## config.mk

```make
export PLATFORM = sky130hd
export DESIGN_NAME = rndis_packet_deframer
export DESIGN_NICKNAME = d
export VERILOG_FILES = /design/src/sv/rndis_pkg.sv /design/src/sv/rndis_packet_deframer.sv /design/src/sv/rndis_parse.sv /design/src/sv/rndis_outq.sv
export SDC_FILE = /design/constraint.sdc
export NUM_CORES = 1
export LEC_CHECK = 0
export ABC_AREA = 1
export ABC_CLOCK_PERIOD_IN_PS = 5500
export BUFFER_PORTS_ARGS = -buffer_cell sky130_fd_sc_hd__buf_4
export CORE_UTILIZATION = 45
export DETAILED_ROUTE_END_ITERATION = 12
export GPL_ROUTABILITY_DRIVEN = 0
export GPL_TIMING_DRIVEN = 0
export HOLD_SLACK_MARGIN = 0.1
export PLACE_DENSITY = 0.65
export RECOVER_POWER = 25
export SETUP_SLACK_MARGIN = 0.5
export SLEW_MARGIN = 15
export SYNTH_ARGS = -nofsm -noshare
export SYNTH_HDL_FRONTEND = slang
export SYNTH_SLANG_ARGS = --single-unit
```

## constraint.sdc

```tcl
create_clock -name clk -period 5.5 [get_ports clk]
set_input_delay 0.825 -clock clk [delete_from_list [all_inputs] [get_ports clk]]
set_output_delay 0.825 -clock clk [all_outputs]
set_load 0.05 [all_outputs]
```

## src/sv/rndis_pkg.sv

```systemverilog
package rndis_pkg;

  localparam int HEADER_BYTES    = 44;
  localparam int HDR_WORD_BYTES  = 16;
  localparam int OFFSET_BASE     = 8;
  localparam int MIN_DATA_OFFSET = HEADER_BYTES - OFFSET_BASE;
  localparam int MIN_FRAME_BYTES = 14;
  localparam logic [31:0] PACKET_TYPE = 32'd1;

  localparam int CNT_W = 11;

  localparam logic [1:0] MODE_HDR  = 2'd0;
  localparam logic [1:0] MODE_PAY  = 2'd1;
  localparam logic [1:0] MODE_STOP = 2'd2;

  localparam logic KIND_PAYLOAD = 1'b0;
  localparam logic KIND_STATUS  = 1'b1;

  typedef struct packed {
    logic             kind;
    logic [7:0]       payload_byte;
    logic             frame_first;
    logic             frame_last;
    logic             status;
    logic [CNT_W-1:0] frames_delivered;
  } rndis_res_t;

  // results produced by one byte: optional payload word, then optional status
  typedef struct packed {
    logic       pay_v;
    logic       stat_v;
    rndis_res_t pay;
    rndis_res_t stat;
  } rndis_step_t;

endpackage

```

## src/sv/rndis_packet_deframer.sv

```systemverilog
// channel  dir  tdata                                      tuser                  tlast
// in_      in   [7:0] data_byte, [24:8] buffer_len         buffer_start           -
// out_     out  [7:0] payload_byte, [8] status,            [0] kind,              frame_last
//               [19:9] frames_delivered                    [1] frame_first
//
// One byte per cycle sustained while the output takes each word and no status is queued;
// a byte passes from the input register through the parser into the output register.
// The last byte of a transfer that also carries a payload byte yields two words; the
// input register then holds the next byte while the status drains.
// Reset (rst_n low, synchronous) clears parser state; no transfer is open afterwards.
// Output stall: one byte still enters the input register while a result waits.
module rndis_packet_deframer
  import rndis_pkg::*;
#(
  parameter int MAX_TRANSFER_BYTES = 65536
) (
  input  logic        clk,
  input  logic        rst_n,
  input  logic        in_tvalid,
  output logic        in_tready,
  input  logic [31:0] in_tdata,   // data_byte, buffer_len, zero pad
  input  logic        in_tuser,   // buffer_start
  output logic        out_tvalid,
  input  logic        out_tready,
  output logic [23:0] out_tdata,  // payload_byte, status, frames_delivered, zero pad
  output logic [1:0]  out_tuser,  // kind, frame_first
  output logic        out_tlast   // frame_last
);

  logic        in_v_r;
  logic [7:0]  in_byte_r;
  logic        in_start_r;
  logic [16:0] in_len_r;
  logic        adv;
  logic        can_take;
  logic        pend_v;
  rndis_step_t step_res;
  rndis_res_t  out_res;

  assign adv       = in_v_r && can_take;
  assign in_tready = !in_v_r || adv;

  always_ff @(posedge clk) begin
    if (!rst_n) begin
      in_v_r <= 1'b0;
    end else if (in_tvalid && in_tready) begin
      in_v_r <= 1'b1;
    end else if (adv) begin
      in_v_r <= 1'b0;
    end
  end

  always_ff @(posedge clk) begin
    if (in_tvalid && in_tready) begin
      in_byte_r  <= in_tdata[7:0];
      in_len_r   <= in_tdata[24:8];
      in_start_r <= in_tuser;
    end
  end

  rndis_parse #(
    .MAX_TRANSFER_BYTES(MAX_TRANSFER_BYTES)
  ) u_parse (
    .clk         (clk),
    .rst_n       (rst_n),
    .step        (adv),
    .data_byte   (in_byte_r),
    .buffer_start(in_start_r),
    .buffer_len  (in_len_r),
    .res         (step_res)
  );

  rndis_outq u_outq (
    .clk      (clk),
    .rst_n    (rst_n),
    .push     (adv),
    .res      (step_res),
    .can_take (can_take),
    .pend_v   (pend_v),
    .out_valid(out_tvalid),
    .out_ready(out_tready),
    .out_res  (out_res)
  );

  assign out_tdata = {4'd0, out_res.frames_delivered, out_res.status, out_res.payload_byte};
  assign out_tuser = {out_res.frame_first, out_res.kind};
  assign out_tlast = out_res.frame_last;

  // a byte held in the input register is never dropped
  a_hold: assert property (@(posedge clk) disable iff (!rst_n)
    in_v_r && !adv |=> in_v_r)
    else $error("input byte lost while stalled");

  // a queued status word always sits behind a visible word
  a_pend: assert property (@(posedge clk) disable iff (!rst_n)
    pend_v |-> out_tvalid)
    else $error("pending status without output word");

  // a byte producing two words queues the status
  a_two: assert property (@(posedge clk) disable iff (!rst_n)
    adv && step_res.pay_v && step_res.stat_v |=> out_tvalid && pend_v)
    else $error("second result of a byte not queued");

endmodule

```

## src/sv/rndis_parse.sv

```systemverilog
module rndis_parse
  import rndis_pkg::*;
#(
  parameter int MAX_TRANSFER_BYTES = 65536
) (
  input  logic        clk,
  input  logic        rst_n,
  input  logic        step,
  input  logic [7:0]  data_byte,
  input  logic        buffer_start,
  input  logic [16:0] buffer_len,
  output rndis_step_t res
);

  localparam int LEN_W = $clog2(MAX_TRANSFER_BYTES + 1);

  logic [LEN_W-1:0] rem_r, rem_nxt;    // bytes left in transfer, incl. current
  logic [LEN_W-1:0] rel_r, rel_nxt;    // offset inside current message
  logic [LEN_W-1:0] room_r, room_nxt;  // transfer bytes from message start
  logic [1:0]       mode_r, mode_nxt;
  logic [CNT_W-1:0] cnt_r, cnt_nxt;
  logic             err_r, err_nxt;
  logic [31:0]      hw_r [4];
  logic [31:0]      hw_nxt [4];
  logic [32:0]      hend_r, hend_nxt;
  logic [33:0]      dend_r, dend_nxt;

  logic [LEN_W-1:0] len_c;
  logic [31:0]      len_ext;
  logic [LEN_W-1:0] rem_e, rel_e, room_e;
  logic [1:0]       mode_e, mode_c;
  logic [CNT_W-1:0] cnt_e, cnt_c;
  logic             err_e, err_c;
  logic             active;
  logic [33:0]      rel34;
  logic [LEN_W-1:0] rem_dec;

  always_comb begin
    len_ext = 32'(buffer_len);
    if (len_ext == 32'd0) begin
      len_ext = 32'd1;
    end
    if (len_ext > 32'(MAX_TRANSFER_BYTES)) begin
      len_ext = 32'(MAX_TRANSFER_BYTES);
    end
    len_c = LEN_W'(len_ext);
  end

  always_comb begin
    if (buffer_start) begin
      rem_e  = len_c;
      rel_e  = '0;
      room_e = len_c;
      mode_e = (32'(len_c) >= 32'(HEADER_BYTES)) ? MODE_HDR : MODE_STOP;
      cnt_e  = '0;
      err_e  = 1'b0;
    end else begin
      rem_e  = rem_r;
      rel_e  = rel_r;
      room_e = room_r;
      mode_e = mode_r;
      cnt_e  = cnt_r;
      err_e  = err_r;
    end
  end

  assign active  = (rem_e != '0);
  assign rel34   = 34'(rel_e);
  assign rem_dec = rem_e - LEN_W'(1);

  always_comb begin
    mode_c   = mode_e;
    cnt_c    = cnt_e;
    err_c    = err_e;
    hw_nxt   = hw_r;
    hend_nxt = hend_r;
    dend_nxt = dend_r;
    rem_nxt  = rem_e;
    rel_nxt  = rel_e;
    room_nxt = room_e;
    mode_nxt = mode_e;
    res      = '0;
    res.pay.kind  = KIND_PAYLOAD;
    res.stat.kind = KIND_STATUS;

    if (active) begin
      case (mode_e)
        MODE_HDR: begin
          if (32'(rel_e) < 32'(HDR_WORD_BYTES)) begin
            hw_nxt[rel_e[3:2]][8*rel_e[1:0] +: 8] = data_byte;
          end
          // offsets settle well before the last header byte
          hend_nxt = 33'(OFFSET_BASE) + 33'(hw_r[2]);
          dend_nxt = 34'(hend_r) + 34'(hw_r[3]);
          if (32'(rel_e) == 32'(HEADER_BYTES - 1)) begin
            if (hw_r[0] != PACKET_TYPE) begin
              mode_c = MODE_STOP;
            end else if (hw_r[1] < 32'(HEADER_BYTES)) begin
              err_c  = 1'b1;
              mode_c = MODE_STOP;
            end else if (hw_r[1] > 32'(room_e)) begin
              mode_c = MODE_STOP;
            end else if (hw_r[2] < 32'(MIN_DATA_OFFSET) ||
                         hw_r[3] < 32'(MIN_FRAME_BYTES) ||
                         dend_r > 34'(hw_r[1])) begin
              err_c  = 1'b1;
              mode_c = MODE_STOP;
            end else begin
              if (cnt_e != '1) begin
                cnt_c = cnt_e + CNT_W'(1);
              end
              mode_c = MODE_PAY;
            end
          end
        end
        MODE_PAY: begin
          if (rel34 >= 34'(hend_r) && rel34 < dend_r) begin
            res.pay_v            = 1'b1;
            res.pay.payload_byte = data_byte;
            res.pay.frame_first  = (rel34 == 34'(hend_r));
            res.pay.frame_last   = (rel34 + 34'd1 == dend_r);
          end
        end
        default: ;
      endcase

      mode_nxt = mode_c;
      rel_nxt  = rel_e + LEN_W'(1);
      if (mode_c == MODE_PAY && (33'(rel_e) + 33'd1 == 33'(hw_r[1]))) begin
        rel_nxt  = '0;
        room_nxt = rem_dec;
        mode_nxt = (32'(rem_dec) >= 32'(HEADER_BYTES)) ? MODE_HDR : MODE_STOP;
      end

      if (rem_e == LEN_W'(1)) begin
        res.stat_v                = 1'b1;
        res.stat.status           = err_c;
        res.stat.frames_delivered = cnt_c;
      end
      rem_nxt = rem_dec;
    end
  end

  always_ff @(posedge clk) begin
    if (!rst_n) begin
      rem_r  <= '0;
      rel_r  <= '0;
      room_r <= '0;
      mode_r <= MODE_HDR;
      cnt_r  <= '0;
      err_r  <= 1'b0;
    end else if (step) begin
      rem_r  <= rem_nxt;
      rel_r  <= rel_nxt;
      room_r <= room_nxt;
      mode_r <= mode_nxt;
      cnt_r  <= cnt_c;
      err_r  <= err_c;
    end
  end

  always_ff @(posedge clk) begin
    if (!rst_n) begin
      hw_r   <= '{default: '0};
      hend_r <= '0;
      dend_r <= '0;
    end else if (step) begin
      hw_r   <= hw_nxt;
      hend_r <= hend_nxt;
      dend_r <= dend_nxt;
    end
  end

endmodule

```

## src/sv/rndis_outq.sv

```systemverilog
module rndis_outq
  import rndis_pkg::*;
(
  input  logic        clk,
  input  logic        rst_n,
  input  logic        push,
  input  rndis_step_t res,
  output logic        can_take,
  output logic        pend_v,
  output logic        out_valid,
  input  logic        out_ready,
  output rndis_res_t  out_res
);

  logic       out_v_r, pend_v_r;
  rndis_res_t out_r, pend_r;
  logic       has_res;

  assign can_take  = !pend_v_r && (!out_v_r || out_ready);
  assign has_res   = res.pay_v || res.stat_v;
  assign out_valid = out_v_r;
  assign out_res   = out_r;
  assign pend_v    = pend_v_r;

  always_ff @(posedge clk) begin
    if (!rst_n) begin
      out_v_r  <= 1'b0;
      pend_v_r <= 1'b0;
    end else if (push && has_res) begin
      out_v_r  <= 1'b1;
      pend_v_r <= res.pay_v && res.stat_v;
    end else if (out_v_r && out_ready) begin
      out_v_r  <= pend_v_r;
      pend_v_r <= 1'b0;
    end
  end

  always_ff @(posedge clk) begin
    if (push && has_res) begin
      out_r  <= res.pay_v ? res.pay : res.stat;
      pend_r <= res.stat;
    end else if (out_v_r && out_ready) begin
      out_r  <= pend_r;
    end
  end

endmodule
```

; Word level (Yosys, flattened, before mapping)
; Index checks and enable logic that the tools add are counted.
[word_totals]
word_cells = 143
ff_bits = 324
[classes]
n_addsub = 8
bitwise_logic = 1
eq_ne = 9
muxes = 60
reduce_logical = 24
order_cmp = 13
n_shift = 2
[op_table]
columns = operator, count
row1 = 17-bit two-way mux, 10
row2 = 128-bit bitwise mux, 1
row3 = 11-bit two-way mux, 9
row4 = 23-bit two-way mux, 3
row5 = 32-bit demux with 2-bit select, 1
row6 = "32-bit by 6-bit less-than comparator with 1-bit output, second input constant", 2
row7 = "17-bit by 1-bit adder with 18-bit output, second input constant", 2
row8 = 33-bit by 32-bit adder with 34-bit output, 1
row9 = 34-bit == test, 1
row10 = "17-bit by 6-bit greater-or-equal comparator with 1-bit output, second input constant", 2
row11 = 34-bit by 32-bit > comparator with 1-bit output, 1
row12 = 17-bit by 34-bit less-than comparator with 1-bit output, 1
row13 = 5-bit negator with 34-bit output, 1
row14 = "8-bit by 34-bit variable shift with 32-bit output, first input constant", 1
row15 = 8-bit by 34-bit variable part select with 32-bit output, 1
row16 = "4-bit by 32-bit adder with 33-bit output, first input constant", 1
row17 = 17-bit by 33-bit == test with 1-bit output, 1
row18 = 33-bit by 32-bit == test with 1-bit output, 1
row19 = 17-bit by 33-bit greater-or-equal comparator with 1-bit output, 1
row20 = 32-bit by 17-bit > comparator with 1-bit output, 1
row21 = "32-bit by 4-bit less-than comparator with 1-bit output, second input constant", 1
row22 = 32-bit two-way mux, 1
row23 = "32-bit by 1-bit inequality test with 1-bit output, second input constant", 1
row24 = 10-bit two-way mux, 3
row25 = other kinds (24), 69

; Longest topological paths before layout
[depth]
ltp_word = 16
mapped_depth = 31

; Modules after synthesis
; Synthesis repeated with hierarchy kept, for this count alone.
[hier_totals]
cells_unflattened = 2800
hier_area_um2 = 20547.2
[by_module_without_submodules]
columns = module, area_per_inst_um2, instances, cells_per_inst
row1 = rndis_parse, 17624.4, 1, 2573
row2 = rndis_outq, 2049.5, 1, 187
row3 = rndis_packet_deframer, 873.3, 1, 40

; Least setup slack after synthesis
; Ideal clock, no wire load.
[synth_path]
kind = register to register
startpoint = register in_start_r
endpoint = register u_outq.out_r (netlist bit u_outq.out_res[0]) (enable)
period_less_slack_ns = 3.802
stages_incl_launch_ff = 22
path_buffers = 6
setup_ns = 0.380
arrival_ns = 3.422
t_required_ns = 5.120
slack_ns = 1.698
path_cell_list = edfxtp_1 buf_6 buf_12 buf_6 buf_2 clkbuf_1 nor2_1 ha_1 a21oi_1 o21ai_0 nor3_1 o21ai_0 nand2_1 nand2_1 nand4_1 o21ai_0 nand3_1 nand3_1 nor2_1 a21boi_4 buf_4 nand2_1
[synth_between]
elab_chain_len = 9
[synth_rtl]
columns = item, line_no
row1 = start: declaration, rndis_packet_deframer.sv:32  ; logic in_start_r;
row2 = start signal: assignment, rndis_packet_deframer.sv:57  ; in_start_r <= in_tuser;
row3 = 17-bit two-way mux, rndis_parse.sv:50  ; if (buffer_start) begin
row4 = 17-bit by 34-bit less-than comparator with 1-bit output or 17-bit by 33-bit greater-or-equal comparator with 1-bit output (tied branches), rndis_parse.sv:117  ; if (rel34 >= 34'(hend_r) && rel34 < dend_r) begin
row5 = 1-bit logical AND, rndis_parse.sv:117
row6 = 1-bit two-way mux, rndis_parse.sv:117
row7 = 1-bit two-way mux, rndis_parse.sv:87  ; case (mode_e)
row8 = 2-bit two-way mux (*), rndis_parse.sv:86  ; if (active) begin
row9 = 1-bit logical OR (*), rndis_outq.sv:20  ; assign has_res = res.pay_v || res.stat_v;
row10 = 1-bit logical AND (*), rndis_outq.sv:39  ; if (push && has_res) begin
row11 = 2-bit nonzero test (no source line) (*), --
row12 = end signal: assignment, rndis_outq.sv:40  ; out_r <= res.pay_v ? res.pay : res.stat;
row13 = end signal: assignment, rndis_outq.sv:43  ; out_r <= pend_r;
row14 = end: declaration, rndis_outq.sv:16  ; rndis_res_t out_r, pend_r;
; Mark *: on every way between the ends. The rest lies on a longest branch, timed or not.
; A chain may end at the register's enable or synchronous reset.

; Final worst setup path
[layout_path]
startpoint = register in_start_r
endpoint = register u_outq.out_r (netlist bit u_outq.out_res[12]) (data pin)
[layout_between]
elab_chain_len = 9
[layout_rtl]
columns = item, line_no
row1 = "parallel branches: the longest is 8 deep, another holds 17-bit by 1-bit adder with 18-bit output", --
row2 = 23-bit two-way mux (*), rndis_outq.sv:39
; Every way passes the cells marked *.

==> metrics.md <==
| Metric | Value |
|---|---|
| Root Driver | clkbuf_16 |
| RSZ-0062 raised after global routing | false |
| Distinct cells, synth | 61 |
| H-tree levels | 2 |
| Routed Antenna Nets | 0 |
| Post-synthesis sequential area ratio | 35.9% |
| Post-synth ARST share | 0% |
| Worst Hold Class | in2reg |
| Mux contribution to synthesized area | 0% |
| # IOs | 66 |
| Die outline height | 212 um |
| Seq. cell area | slightly above 7000 um^2 |
| Status | finished with violations |
| Worst setup margin | 0.748 ns |
| Final Max Tran Viols | 27 |
| Clk buf depth | 3 |
| Commonest non-fill, non-tap cells in the layout | 475 x nand2_1, 321 x a21oi_1, 301 x inv_1, 293 x nor2_1, 270 x o21ai_0 |
| Pwr/cell area | approximately 280 nW/um^2 |
| Yosys top cell by area | dfxtp_1 |
| Core ar. | 43200 um^2 |
| Relative slew slack | -54.3% |
| Crit path max fanout | 10 |
| Clock power frac | 42.2% |
| Half-perimeter wire length after placement | 54.7 mm |
| CP endpoint kind | register |
| # nets final | 3008 |
| WP data arrival | 5.16 ns |
| Path type of the worst setup path | reg2reg |
| Complex-gate fraction of the synthesized area | 18.7% |
| Die area | 44800 um^2 |
| Post-synth EDFFs | between 60 and 70 |
| Synth Flop Type | dfxtp_1 |
| Setup violators final | 0 |
| Fmax | roughly 210 MHz |
| Top cells by area, synth | dfxtp_1 27%, edfxtp_1 9.3%, nand2_1 9.0% |
| Initial core utilization | 45.8% |
| First-pass GRT wire length | between 100 and 150 mm |
| P_leak | a little over 9 nW |
| Die Wd | about 210 um |
| Pint | 0.00434 W |
| Worst EP required | 5.91 ns |
| Starting DRT DRC Count | 2402 |
| CTS Buf Count | 37 |
| Non-Filler Instances | 3459 |
| Final instance area | 22100 um^2 |
| Via density | 5.76 |
| CTS tree | yes |
| Clk sinks | 324 |
| DRC | 0 |
| Simple-Gate Fraction of Synth Area | 25.3% |
| DP Area | 20900 um^2 |
| Port Buffers | 53 |
| XOR/XNOR share of the synthesized area | 3.41% |
| Final wirelength | 69.9 mm |
| Largest net degree at the start of global routing | 27 |
| Largest family of logic cells by synthesized area | simple AND/OR/NAND/NOR gates |
| Crit start category | register |
| Cells after DPL | 3388 |
| Violated checks | capacitance limit, slew limit |
| Maximum capacitance violations | 1 |
| Syn Inst Count | 2747 |
| Combinational power share | around 16% |
| Synthesized flop and latch total | 324 |
| Post-route minimum period | 4.75 ns |
| Initial antenna violation count | 2 |
| Setup Slack @ Placement | -0.173 ns |
| Peak supply drop | 181 uV |
| Commonest non-fill, non-tap cell in the layout | nand2_1 |
| Final Hold Viols | 0 |
| Period utilization | 86.4% |
| Share of the synthesized area in the top cell type | 26.6% |
| DR vias | 19900 |
| Clk pin slew, worst setup/hold paths | approximately 0.06 ns |
| Setup_tns | 0 ns |
| Avg Cell Area, Syn | 7.19 um^2 |
| Post-synthesis adder-cell area fraction | between 8 and 9% |
| Synth warnings | 0 |
| Mapped cell area | 19800 um^2 |
| Site Rows | 76 |
| Fill cells | 4289 |
| Switching power | 0.00183 W |
| Avg WL per Cell | 20.2 um |
| Syn-to-layout area delta | 11.8% |
| Layout cell share with drive strength beyond 1 | 7.80% |
| Grt total ovfl | 0 |
| Slew @ Worst Pin | 2.32 ns |
| Seq pwr share | 41.7% |
| Hold-fix buffers, CTS | 0 |
| Initial DRT Pass Iterations | 6 |
| Vias in the first global route | 18000 |
| Gr usage total | about 31% |
| Multi-input gate area | 11000 um^2 |
| Switching Share | between 20 and 30% |
| Clock skew | 0.0225 ns |
| Post-layout util | about half |
| Clock latency at the later pin of the worst-skew pair | slightly below 0.6 ns |
-- kinds of logic after synthesis --
logic type / count (synthesis)
AO/OA/AOI/OAI: 695
buffers and inverters: 415
flip-flops: 324
adder cells (fa/ha/maj): 127
other: 1
XOR/XNOR: 76
AND/OR/NAND/NOR: 1109
-- cell type report --
type                    count  share of cell area (%)
clock inverters            13                   0.799
well taps                 585                    3.31
repair buffers             55                    1.44
inverters                 315                    5.35
clock buffers              54                    4.86
flip-flops and latches    324                    32.1
plain buffers             100                    2.34
multi-input cells        2011                    49.7
diodes                      2                  0.0227
-- registers in the layout, indices dropped and copies added, names as in the netlist, 2 cells and up --
register        count
u_parse.cnt_r      11
u_parse.rem_r      17
u_parse.rel_r      17
u_parse.hw_r      128
u_outq.pend_r      12
u_parse.mode_r      2
in_byte_r           8
u_parse.dend_r     34
u_parse.hend_r     33
u_parse.room_r     17
u_outq.out_res     23
in_len_r           17
-- what timing repair did --
item,CTS,global route
pin swaps,0,2
setup endpoints to repair,57,73
buffers inserted,0,2
resized for setup,4,9
-- power groups by stage --
stage | Combinational [W] | Sequential (W) | Clock [W]
2_1_floorplan | 0.000668 | 0.00259 | 0
3_3_place_gp | 0.000945 | 0.00262 | 0
3_5_place_dp | 0.000964 | 0.00262 | 0
4_1_cts | 0.000971 | 0.00257 | 0.00262
5_1_grt | 0.00109 | 0.00258 | 0.00272
6_report | 0.000997 | 0.00257 | 0.00260
-- worst max-delay path, stage by stage (launching register included) --
cell       delay, ns
edfxtp_1        0.37
buf_6           0.17
buf_12          0.17
buf_6           0.17
buf_2           0.25
clkbuf_4        0.27
nor2_2          0.37
inv_1           0.20
ha_1            0.37
inv_1           0.11
clkbuf_1        0.39
o21ai_0         0.19
nor4_1          0.38
o2111ai_1       0.22
nor3_1          0.33
nand4_1         0.19
a21oi_1         0.15
o2111ai_1       0.12
nor2_1          0.14
-- cell usage after synthesis, types with 36 or more instances --
cell type	count
edfxtp_1	61
nand2_1	473
a21oi_1	321
clkbuf_1	57
dfxtp_1	263
nand4_1	50
xor2_1	56
ha_1	126
inv_1	299
nor2_1	293
nor3_1	58
o21ai_0	270
nand3_1	116
o21ai_1	36
-- routing by layer --
metal	share of wire (%)	wire length [um]	track usage (%)
met1	43	29800	43.4
met2	41	28800	45.1
met3	12	8390	7.89
met4	4.2	2950	13.4
met5	0	0	0
-- path summary, 6_finish.rpt --
kind / slack [ns] / to / from / cells after the start
min reg2reg: 0.46 / u_parse.hw_r[116] / u_parse.hw_r[116] / 2
max reg2reg: 0.75 / u_outq.out_res[12] / in_start_r / 18
max: 0.75 / u_outq.out_res[12] / in_start_r / 18
min: 0.44 / in_byte_r[0] / in_tdata[0] / 1
-- metrics by stage --
stage / power (W) / hold WS (ns)
after floorplan: 0.00326 / 0.422
after detailed placement: 0.00358 / 0.451
after global routing: 0.00639 / 0.436
after global placement: 0.00356 / 0.441
after CTS: 0.00616 / 0.415
final: 0.00617 / 0.444
Power figures use the tool's default switching activity.
